===== src/hdl/apsc_pkg.sv =====
// shared types and constants for the adaptive payload size control block
`timescale 1ns / 1ps
`default_nettype none
package apsc_pkg;

  localparam int FrameW   = 24;
  localparam int AvgW     = 32;
  localparam int PayloadW = 16;
  localparam int FpsW     = 8;
  localparam int CfgIdxW  = 3;
  localparam int CfgDataW = 16;
  localparam int DivSteps = 32;

  localparam logic [FpsW-1:0]     DefaultFps     = 8'd30;
  localparam logic [PayloadW-1:0] CeilingReset   = 16'd1400;
  localparam logic [PayloadW-1:0] FloorReset     = 16'd64;

  typedef enum logic [CfgIdxW-1:0] {
    REG_ENABLE  = 3'd0,
    REG_GOAL    = 3'd1,
    REG_FPS     = 3'd2,
    REG_CEILING = 3'd3,
    REG_FLOOR   = 3'd4
  } cfg_reg_t;

  typedef enum logic [2:0] {
    ST_IDLE,
    ST_EVAL,
    ST_MUL,
    ST_DIV,
    ST_CLAMP,
    ST_DECIDE,
    ST_OUT
  } state_t;

endpackage
`default_nettype wire


===== src/hdl/adaptive_payload_size_control_unit.sv =====
// adaptive payload size control: frame size average, payload proposal and hysteresis
//
// one input request on s_axis carries the byte size of one encoded frame; one result
// request on m_axis carries the changed flag and the current payload size.
// configuration goes through cfg_we / cfg_index / cfg_data; the user must see that it is
// written only while idle; the block does not enforce this. a request that is ignored,
// filtered as an outlier or held goes from the evaluate state straight to the result
// register; when a new payload is proposed it passes a 24x8 multiply, a restoring divider
// with one quotient bit per cycle, a clamp, a hysteresis decision, then the result register.
// s_axis_tready is high only while the sequencer is idle, so one request at a time.
// the result stays on m_axis until taken; a stalled receiver holds the block busy.
// reset (synchronous, rst high) clears the average and hold counter, sets the payload
// to 1400 and the registers to enable 0, goal 0, frame rate 0, ceiling 1400, floor 64.
`timescale 1ns / 1ps
`default_nettype none
module adaptive_payload_size_control_unit (
  input  wire logic                          clk,
  input  wire logic                          rst,
  input  wire logic                          s_axis_tvalid,
  output logic                               s_axis_tready,
  input  wire logic [23:0]                   s_axis_tdata,   // [23:0] frame_size
  output logic                               m_axis_tvalid,
  input  wire logic                          m_axis_tready,
  output logic [23:0]                        m_axis_tdata,   // [0] updated, [16:1] payload_out
  input  wire logic                          cfg_we,
  input  wire logic [apsc_pkg::CfgIdxW-1:0]  cfg_index,
  input  wire logic [apsc_pkg::CfgDataW-1:0] cfg_data
);
  import apsc_pkg::*;

  // configuration registers
  logic                enable;
  logic [15:0]         goal;
  logic [FpsW-1:0]     frame_rate;
  logic [PayloadW-1:0] ceiling;
  logic [PayloadW-1:0] floor_val;

  // state
  logic [AvgW-1:0]     smoothed;
  logic [7:0]          hold_count;
  logic [PayloadW-1:0] payload_now;

  // sequencer and datapath
  state_t              state, state_next;
  logic [FrameW-1:0]   frame;
  logic                upd;
  logic [31:0]         quo;
  logic [15:0]         rem;
  logic [4:0]          cnt;
  logic [PayloadW-1:0] target;

  logic [FpsW-1:0]     fps;
  logic [FrameW-1:0]   avg;
  logic [FrameW+1:0]   avg_x3;
  logic                pass;
  logic [AvgW-1:0]     smoothed_upd;
  logic [AvgW-1:0]     smoothed_new;
  logic [16:0]         rem_shift;
  logic                q_bit;
  logic [PayloadW-1:0] cap;
  logic [31:0]         tgt_lo;
  logic [PayloadW-1:0] delta;
  logic [20:0]         delta_x20;
  logic [20:0]         cur_x3;
  logic                bound;
  logic                do_change;

  assign fps    = (frame_rate == '0) ? DefaultFps : frame_rate;
  assign avg    = smoothed[AvgW-1:8];
  assign avg_x3 = {2'b00, avg} + {1'b0, avg, 1'b0};
  assign pass   = enable && (frame != '0) && (goal != '0) &&
                  !((avg != '0) && ({2'b00, frame} > avg_x3));

  assign smoothed_upd = smoothed - {2'b00, smoothed[AvgW-1:2]} + {2'b00, frame, 6'd0};
  assign smoothed_new = (smoothed == '0) ? {frame, 8'd0} : smoothed_upd;

  // one restoring divider step
  assign rem_shift = {rem, quo[31]};
  assign q_bit     = (rem_shift >= {1'b0, goal});

  // clamp
  assign cap    = (ceiling < floor_val) ? floor_val : ceiling;
  assign tgt_lo = (quo < {16'd0, floor_val}) ? {16'd0, floor_val} : quo;

  // hysteresis: change a differing target at floor or cap, or when 20*delta > 3*cur
  assign delta     = (target > payload_now) ? (target - payload_now) : (payload_now - target);
  assign delta_x20 = {1'b0, delta, 4'd0} + {3'b000, delta, 2'b00};
  assign cur_x3    = {5'd0, payload_now} + {4'd0, payload_now, 1'b0};
  assign bound     = (target == floor_val) || (target == cap);
  assign do_change = (target != payload_now) && (bound || (delta_x20 > cur_x3));

  always_ff @(posedge clk) begin
    if (rst) begin
      enable     <= 1'b0;
      goal       <= '0;
      frame_rate <= '0;
      ceiling    <= CeilingReset;
      floor_val  <= FloorReset;
    end else if (cfg_we) begin
      case (cfg_index)
        REG_ENABLE:  enable     <= cfg_data[0];
        REG_GOAL:    goal       <= cfg_data;
        REG_FPS:     frame_rate <= cfg_data[FpsW-1:0];
        REG_CEILING: ceiling    <= cfg_data;
        REG_FLOOR:   floor_val  <= cfg_data;
        default: ;
      endcase
    end
  end

  always_ff @(posedge clk) begin
    if (rst) begin
      state <= ST_IDLE;
    end else begin
      state <= state_next;
    end
  end

  always_comb begin
    state_next    = state;
    s_axis_tready = 1'b0;
    m_axis_tvalid = 1'b0;
    case (state)
      ST_IDLE: begin
        s_axis_tready = 1'b1;
        if (s_axis_tvalid) state_next = ST_EVAL;
      end
      ST_EVAL: begin
        if (pass && (hold_count == '0)) state_next = ST_MUL;
        else state_next = ST_OUT;
      end
      ST_MUL: state_next = ST_DIV;
      ST_DIV: begin
        if (cnt == 5'(DivSteps - 1)) state_next = ST_CLAMP;
      end
      ST_CLAMP:  state_next = ST_DECIDE;
      ST_DECIDE: state_next = ST_OUT;
      ST_OUT: begin
        m_axis_tvalid = 1'b1;
        if (m_axis_tready) state_next = ST_IDLE;
      end
      default: state_next = ST_IDLE;
    endcase
  end

  // control state with reset
  always_ff @(posedge clk) begin
    if (rst) begin
      smoothed    <= '0;
      hold_count  <= '0;
      payload_now <= CeilingReset;
      upd         <= 1'b0;
    end else begin
      case (state)
        ST_EVAL: begin
          upd <= 1'b0;
          if (pass) begin
            smoothed <= smoothed_new;
            if (hold_count != '0) hold_count <= hold_count - 8'd1;
          end
        end
        ST_DECIDE: begin
          if (do_change) begin
            payload_now <= target;
            hold_count  <= {1'b0, fps[FpsW-1:1]};
            upd         <= 1'b1;
          end
        end
        default: ;
      endcase
    end
  end

  // payload path
  always_ff @(posedge clk) begin
    case (state)
      ST_IDLE: begin
        if (s_axis_tvalid) frame <= s_axis_tdata;
      end
      ST_MUL: begin
        quo <= {8'd0, avg} * {24'd0, fps};
        rem <= '0;
        cnt <= '0;
      end
      ST_DIV: begin
        rem <= q_bit ? 16'(rem_shift - {1'b0, goal}) : rem_shift[15:0];
        quo <= {quo[30:0], q_bit};
        cnt <= cnt + 5'd1;
      end
      ST_CLAMP: begin
        target <= (tgt_lo > {16'd0, cap}) ? cap : tgt_lo[PayloadW-1:0];
      end
      default: ;
    endcase
  end

  assign m_axis_tdata = {7'd0, payload_now, upd};

endmodule
`default_nettype wire


===== config.mk =====
export PLATFORM = sky130hd
export DESIGN_NAME = adaptive_payload_size_control_unit
export DESIGN_NICKNAME = d
export VERILOG_FILES = /design/src/hdl/apsc_pkg.sv /design/src/hdl/adaptive_payload_size_control_unit.sv
export SDC_FILE = /design/constraint.sdc
export NUM_CORES = 1
export LEC_CHECK = 0
export ABC_AREA = 1
export BUFFER_PORTS_ARGS = -buffer_cell sky130_fd_sc_hd__clkbuf_2
export CORE_ASPECT_RATIO = 1.1
export CORE_MARGIN = 10
export CORE_UTILIZATION = 45
export DETAILED_ROUTE_END_ITERATION = 10
export GPL_TIMING_DRIVEN = 0
export SLEW_MARGIN = 20
export SYNTH_ARGS = -nofsm -noshare
export SYNTH_HDL_FRONTEND = slang
export SYNTH_SLANG_ARGS = --single-unit

===== constraint.sdc =====
create_clock -name clk -period 8.1 [get_ports clk]
set_input_delay 1.62 -clock clk [delete_from_list [all_inputs] [get_ports clk]]
set_output_delay 1.62 -clock clk [all_outputs]
set_load 0.02 [all_outputs]

==> results of run 1 <==
[per-stage QoR]
step / setup WS, ns / setup TNS (ns)
final: 0.544 / 0
after global routing: -0.0348 / -0.0348
after CTS: 0.173 / 0
after detailed placement: 0.179 / 0
after global placement: 0.293 / 0
after floorplan: 2.29 / 0
[report_power, final]
part / internal [mW] / switching (mW)
clock network: 0.716 / 0.492
registers: 1.32 / 0.186
logic: 1.80 / 3.01
total: 3.84 / 3.69
[state kept, by name (all words and copies together), names as in the netlist, 16 cells and up]
name,flops
target,16
quo,32
frame,24
floor_val,16
goal,16
ceiling,16
smoothed,32
payload_now,16
rem,16
[metal layers]
metal  vias to the layer above  track usage, %  share of wire, %
met2                       512            39.2                49
met4                         0            7.47               3.5
met5                         -               0                 0
met1                     10397            28.2                44
li1                      10658               -                 -
met3                       117            2.13               4.0
[cells by family (layout without fill, tap and decap cells)]
kind of cell	Yosys count	in the layout	share of synthesized area, %
simple gates	1080	1080	19.2
buf+inv	620	734	10.0
other cells	1	7	0.0156
flops	210	210	21.4
fa+ha+maj	455	455	28.8
compound gates	697	697	15.7
xor+xnor	132	132	4.81
mux	2	2	0.0833
[worst paths after layout]
kind / from / to / slack (ns) / cells past startpoint
max: frame_rate[5] / quo[28] / 0.54 / 25
min: goal[14] / goal[14] / 0.48 / 2
max reg2reg: frame_rate[5] / quo[28] / 0.54 / 25
min reg2reg: goal[14] / goal[14] / 0.48 / 2
[worst max-delay path: cells and delay by family (launching register included)]
kind                       cells  cell delay [ns]
AOI/OAI and AO/OA              9             1.93
xor gates and xnor gates       1             0.21
adders and majority gates      5             2.29
buffers and inverters          5             1.31
DFF                            1             0.31
and+or+nand+nor                5             1.21
[area by class of cell]
class                   count  area, um^2  area share, %
clock buffers              37         758           2.90
repair buffers             66         333           1.27
well taps                 675         845           3.23
clock inverters            11         123          0.469
inverters                 513        1930           7.38
multi-input cells        2373       16500           63.2
flip-flops and latches    210        5130           19.6
plain buffers             107         485           1.86
[cells in the final DEF (no fill, tap or decap), types with 12 or more instances in the layout]
master and count:
xnor2_1 55, nand2_1 667, fa_1 163, inv_1 501, a31oi_1 12, clkbuf_2 65, o21ai_1 12, nand4_1 37
a211oi_1 12, ha_1 292, o21ai_0 259, nor4_1 18, xor2_1 77, nand2_2 16, nand3_1 96, nor3_1 23
clkbuf_16 28, nor2_1 176, buf_4 12, clkbuf_1 85, edfxtp_1 93, a21oi_1 316, o211ai_1 16, dfxtp_1 117
o21bai_1 16, buf_2 15
==> reports/qor.txt, run 1 <==
outcome - completed
Final Cell Area - 26100 um^2
DP Cell Count - 3944
Hold WC Path Type - flop to flop
vias per std cell - 5.43
Crit Path Max Fanout - 9
clock-pin slew on the worst setup and hold paths - 0.06 ns
GRT Overall Usage - 22.4%
first-pass GRT wire length - 114 mm
PD cells - 288 nW/um^2
NumNets Final - 3800
PortBufs - 65
min Tclk post-route - 7.56 ns
top-count cell post-synth - nand2_1
synth cell count leaders - nand2_1, inv_1, a21oi_1
synth warn - 0
via count - 21684
Layout area overhead - 8.79%
CTS tree - done
flip-flop and latch count after synthesis - 210
nature of the critical path endpoint - flop
remaining antenna violation count after routing - 0
Critical-path top delay cell - nor2_2
worst-case vdd ir drop - 340 uV
final WL - 71.6 mm
total clock sinks - 210
slowest cell delay on critical path - 0.64 ns
crit start category - flop
final non-filler cell total - 3992
final core occ - 49.7%
Avg Cell Area, Syn - 7.51 um^2
Filler Cells Inserted - 5304
initial antenna violation count - 0
critical path arrival - 7.85 ns
largest net degree at the start of global routing - 54
slew margin rel. - 30.6%
Final Hold Viols - 0
cts bufs inserted - 26
vias in the first global route - 21802
worst endpoint required time - 8.40 ns
Tcrit/Tclk final - 93.3%
Pwr Total - 7.52 mW
layout cells sized above 1 - 5.82%
Starting Density - 45.6%
# hold bufs at CTS - 0
Post-Synthesis Cell Area - 24000 um^2
ANT cells - 0
placed cell areas - 25200 um^2
Clock Skews - 0.0153 ns
setup bufs post-CTS - 0
CP dominant cell by count - o21ai_1
Async SR Flop Fraction - 0%
num rows - 88
clk root buf - clkbuf_16
# IOs - 74
post-cts repair resize count - 0
clk_lat worst skew - 0.57 ns
DRT Pass-1 Iters - 6
Final Wtd Congestion - 0.947
max frequency - 132 MHz
H-Tree Depth - 1
Yosys cell types - 61
share of Yosys cell area claimed by the top area cell type - 15.2%
Synth Instances - 3197
EDFF count, synth - 93
worst slew pin tran - 1.03 ns
post-DR wirelength/cell - 17.9 um
worst hold slack - 0.484 ns
total congestion overflow - 0
ys flop type - dfxtp_1
sequential fraction of the synthesis area - 21.4%
detailed placement HPWL - 59.3 mm
Max-cap violations - 0
critical path class - flop to flop
Die H - 262 um
initial drt markers - 1392
setup violators final - 0
Leak Pwr - 12.6 nW
maximum buffer depth of the clock tree - 3
fin. max-slew vios - 0
core area - 52600 um^2
synth top area cells - ha_1, fa_1, edfxtp_1
die width - 240 um
Die Area - 63000 um^2
drt drc - 0
Yosys top cell by area - ha_1
(Power assumes the default switching activity.)
==> inputs of run 2 (changes only) <==
--- a/config.mk
+++ b/config.mk
@@ -5,7 +5,6 @@
 export SDC_FILE = /design/constraint.sdc
 export NUM_CORES = 1
 export LEC_CHECK = 0
-export ABC_AREA = 1
 export BUFFER_PORTS_ARGS = -buffer_cell sky130_fd_sc_hd__clkbuf_2
 export CORE_ASPECT_RATIO = 1.1
 export CORE_MARGIN = 10
==> run 2 against run 1 <==
  * Synthesized area shrank 0.46%
  * Combinational power shrank 41%
  * Clock power is essentially flat
  * Worst hold slack lost 0.0079 ns
  * Cell area shrank 0.17%
  * Largest power group unchanged
==> reports/qor.txt, run 2 <==
outcome - completed
Crit path max-delay family - adder cells
CP dominant cell by count - a21o_1
setup violators final - 0
synth cell count leaders - nand2_1, inv_1, ha_1
Hold WC Path Type - flop to flop
clk_lat worst skew - 0.57 ns
Buf/Inv on CP - 4
# IOs - 74
slew margin rel. - 33.7%
layout cells sized above 1 - 6.20%
Avg Cell Area, Syn - 8.32 um^2
drt drc - 0
slowest cell delay on critical path - 0.62 ns
max frequency - 130 MHz
Die Area - 62800 um^2
Starting Density - 45.5%
H-Tree Depth - 1
initial drt markers - 1325
share of Yosys cell area claimed by the top area cell type - 15.3%
# hold bufs at CTS - 0
Final Hold Viols - 0
worst slew pin tran - 0.994 ns
worst endpoint required time - 8.39 ns
vias in the first global route - 20653
sequential fraction of the synthesis area - 21.5%
Post-Synthesis Cell Area - 23900 um^2
critical path class - flop to flop
post-DR wirelength/cell - 18.9 um
vias per std cell - 5.61
Crit Path Max Fanout - 10
via count - 20598
Leak Pwr - 12.1 nW
maximum buffer depth of the clock tree - 3
top-count cell post-synth - nand2_1
EDFF count, synth - 93
CTS tree - done
crit start category - flop
nature of the critical path endpoint - flop
Layout area overhead - 9.10%
detailed placement HPWL - 56.2 mm
final WL - 69.4 mm
DP Cell Count - 3623
PD cells - 207 nW/um^2
total clock sinks - 210
num rows - 88
Die H - 262 um
Final Wtd Congestion - 0.929
Yosys top cell by area - ha_1
first-pass GRT wire length - 111 mm
GRT Overall Usage - 22.0%
initial antenna violation count - 1
PortBufs - 65
worst-case vdd ir drop - 178 uV
Yosys cell types - 85
TNS Setup - 0 ns
remaining antenna violation count after routing - 0
largest net degree at the start of global routing - 25
flip-flop and latch count after synthesis - 210
min Tclk post-route - 7.69 ns
Met1 Wirelength - 29.7 mm
Tcrit/Tclk final - 95.0%
DRT Pass-1 Iters - 5
Async SR Flop Fraction - 0%
Max-cap violations - 0
die width - 240 um
unrepaired setup endpoints after global routing - no
Clock Skews - 0.0329 ns
synth top area cells - ha_1, fa_1, edfxtp_1
critical path arrival - 7.99 ns
total congestion overflow - 0
core area - 52500 um^2
ys flop type - dfxtp_1
clk root buf - clkbuf_16
fin. max-slew vios - 0
routed wl met2 - 34.1 mm
Critical-path top delay cell - a2111oi_1
clock-pin slew on the worst setup and hold paths - 0.06 ns
final non-filler cell total - 3674
top sig layer - met4
Pwr Total - 5.40 mW
Largest regs - quo (32), smoothed (32), frame (24)
commonest cells after routing, fill and taps aside - nand2_1, inv_1, ha_1, a21oi_1, fa_1
commonest non-fill, non-tap cell in the layout - nand2_1
NumNets Final - 3481
cts bufs inserted - 26
Synth Instances - 2874
met3 wire len - 3.51 mm
synth warn - 0
run 2: cell count changes after synthesis, moves of 49 or more:
cell and delta:
nand2_1 -267, mux2i_1 +57, and2_1 +49, o21ai_0 -168
a21o_1 +73, inv_1 -143, a21oi_1 -77
run 2: stage by stage:
step / hold WS (ns) / utilization (%) / setup WS (ns) / instance area (um^2)
after floorplan: 0.437 / - / 1.64 / 23900
after global placement: 0.463 / 47.8 / 0.0187 / 25100
after detailed placement: 0.468 / 47.9 / -0.0900 / 25200
after CTS: 0.478 / 49.6 / 0.0345 / 26100
after global routing: 0.529 / 49.7 / 0.000989 / 26100
final: 0.476 / 49.7 / 0.405 / 26100
run 2: area by class of cell:
class | count | area [um^2]
clock buffer | 41 | 820
antenna | 1 | 2.50
fill | 5087 | 26400
buffer | 133 | 569
multi-input combinational | 2178 | 16900
clock inverter | 7 | 61.3
timing repair buffer | 70 | 403
sequential | 210 | 5140
tap | 675 | 845
inverter | 359 | 1350
run 2: where the power goes:
part	switching (mW)	internal, mW	total [mW]
combinational	1.66	1.19	2.85
sequential	0.140	1.22	1.36
clock	0.494	0.699	1.19
run 2: cells by family (layout without fill, tap and decap cells):
family	after synthesis	count (layout)	synth area share, %
AND/OR/NAND/NOR	875	875	16.8
AO/OA/AOI/OAI	626	626	16.6
buffers and inverters	492	610	7.99
adder cells (fa/ha/maj)	457	457	29.0
flip-flops	210	210	21.5
XOR/XNOR	152	152	5.57
multiplexers	61	61	2.58
other	1	8	0.0157
run 2: metal layers:
layer	track usage, %	vias to the layer above
li1	-	9946
met1	27.6	10000
met2	38.7	533
met5	0	-
met4	6.76	0
met3	2.87	119
run 2: worst reg2reg max path, cell delays in order (launching register included):
cell and delay, ns:
dfxtp_1 0.29, clkbuf_1 0.29, nor4_1 0.34, nand2_1 0.11
nor2_1 0.15, or2_2 0.13, clkbuf_1 0.40, clkbuf_1 0.48
nand2_1 0.16, fa_1 0.57, inv_1 0.05, fa_1 0.46
fa_1 0.52, fa_1 0.53, ha_1 0.40, a21o_1 0.21
a21o_1 0.17, a21o_1 0.18, a21o_1 0.18, a21o_1 0.17
a21oi_1 0.25, nand2_1 0.07, o21ai_0 0.15, nor2_1 0.06
a2111oi_1 0.62, a21oi_1 0.18, xnor2_1 0.19, a21oi_1 0.08
run 2: worst paths after layout:
check / from / slack [ns] / cells past startpoint / endpoint
max: frame_rate[5] / 0.41 / 27 / quo[30]
min reg2reg: frame_rate[4] / 0.48 / 2 / frame_rate[4]
min: frame_rate[4] / 0.48 / 2 / frame_rate[4]
max reg2reg: frame_rate[5] / 0.41 / 27 / quo[30]
run 2: what timing repair did:
item | CTS | global route
buffers inserted | 0 | 2
setup endpoints to repair | 12 | 26
pin swaps | 0 | 1
gates resized for setup | 1 | 11
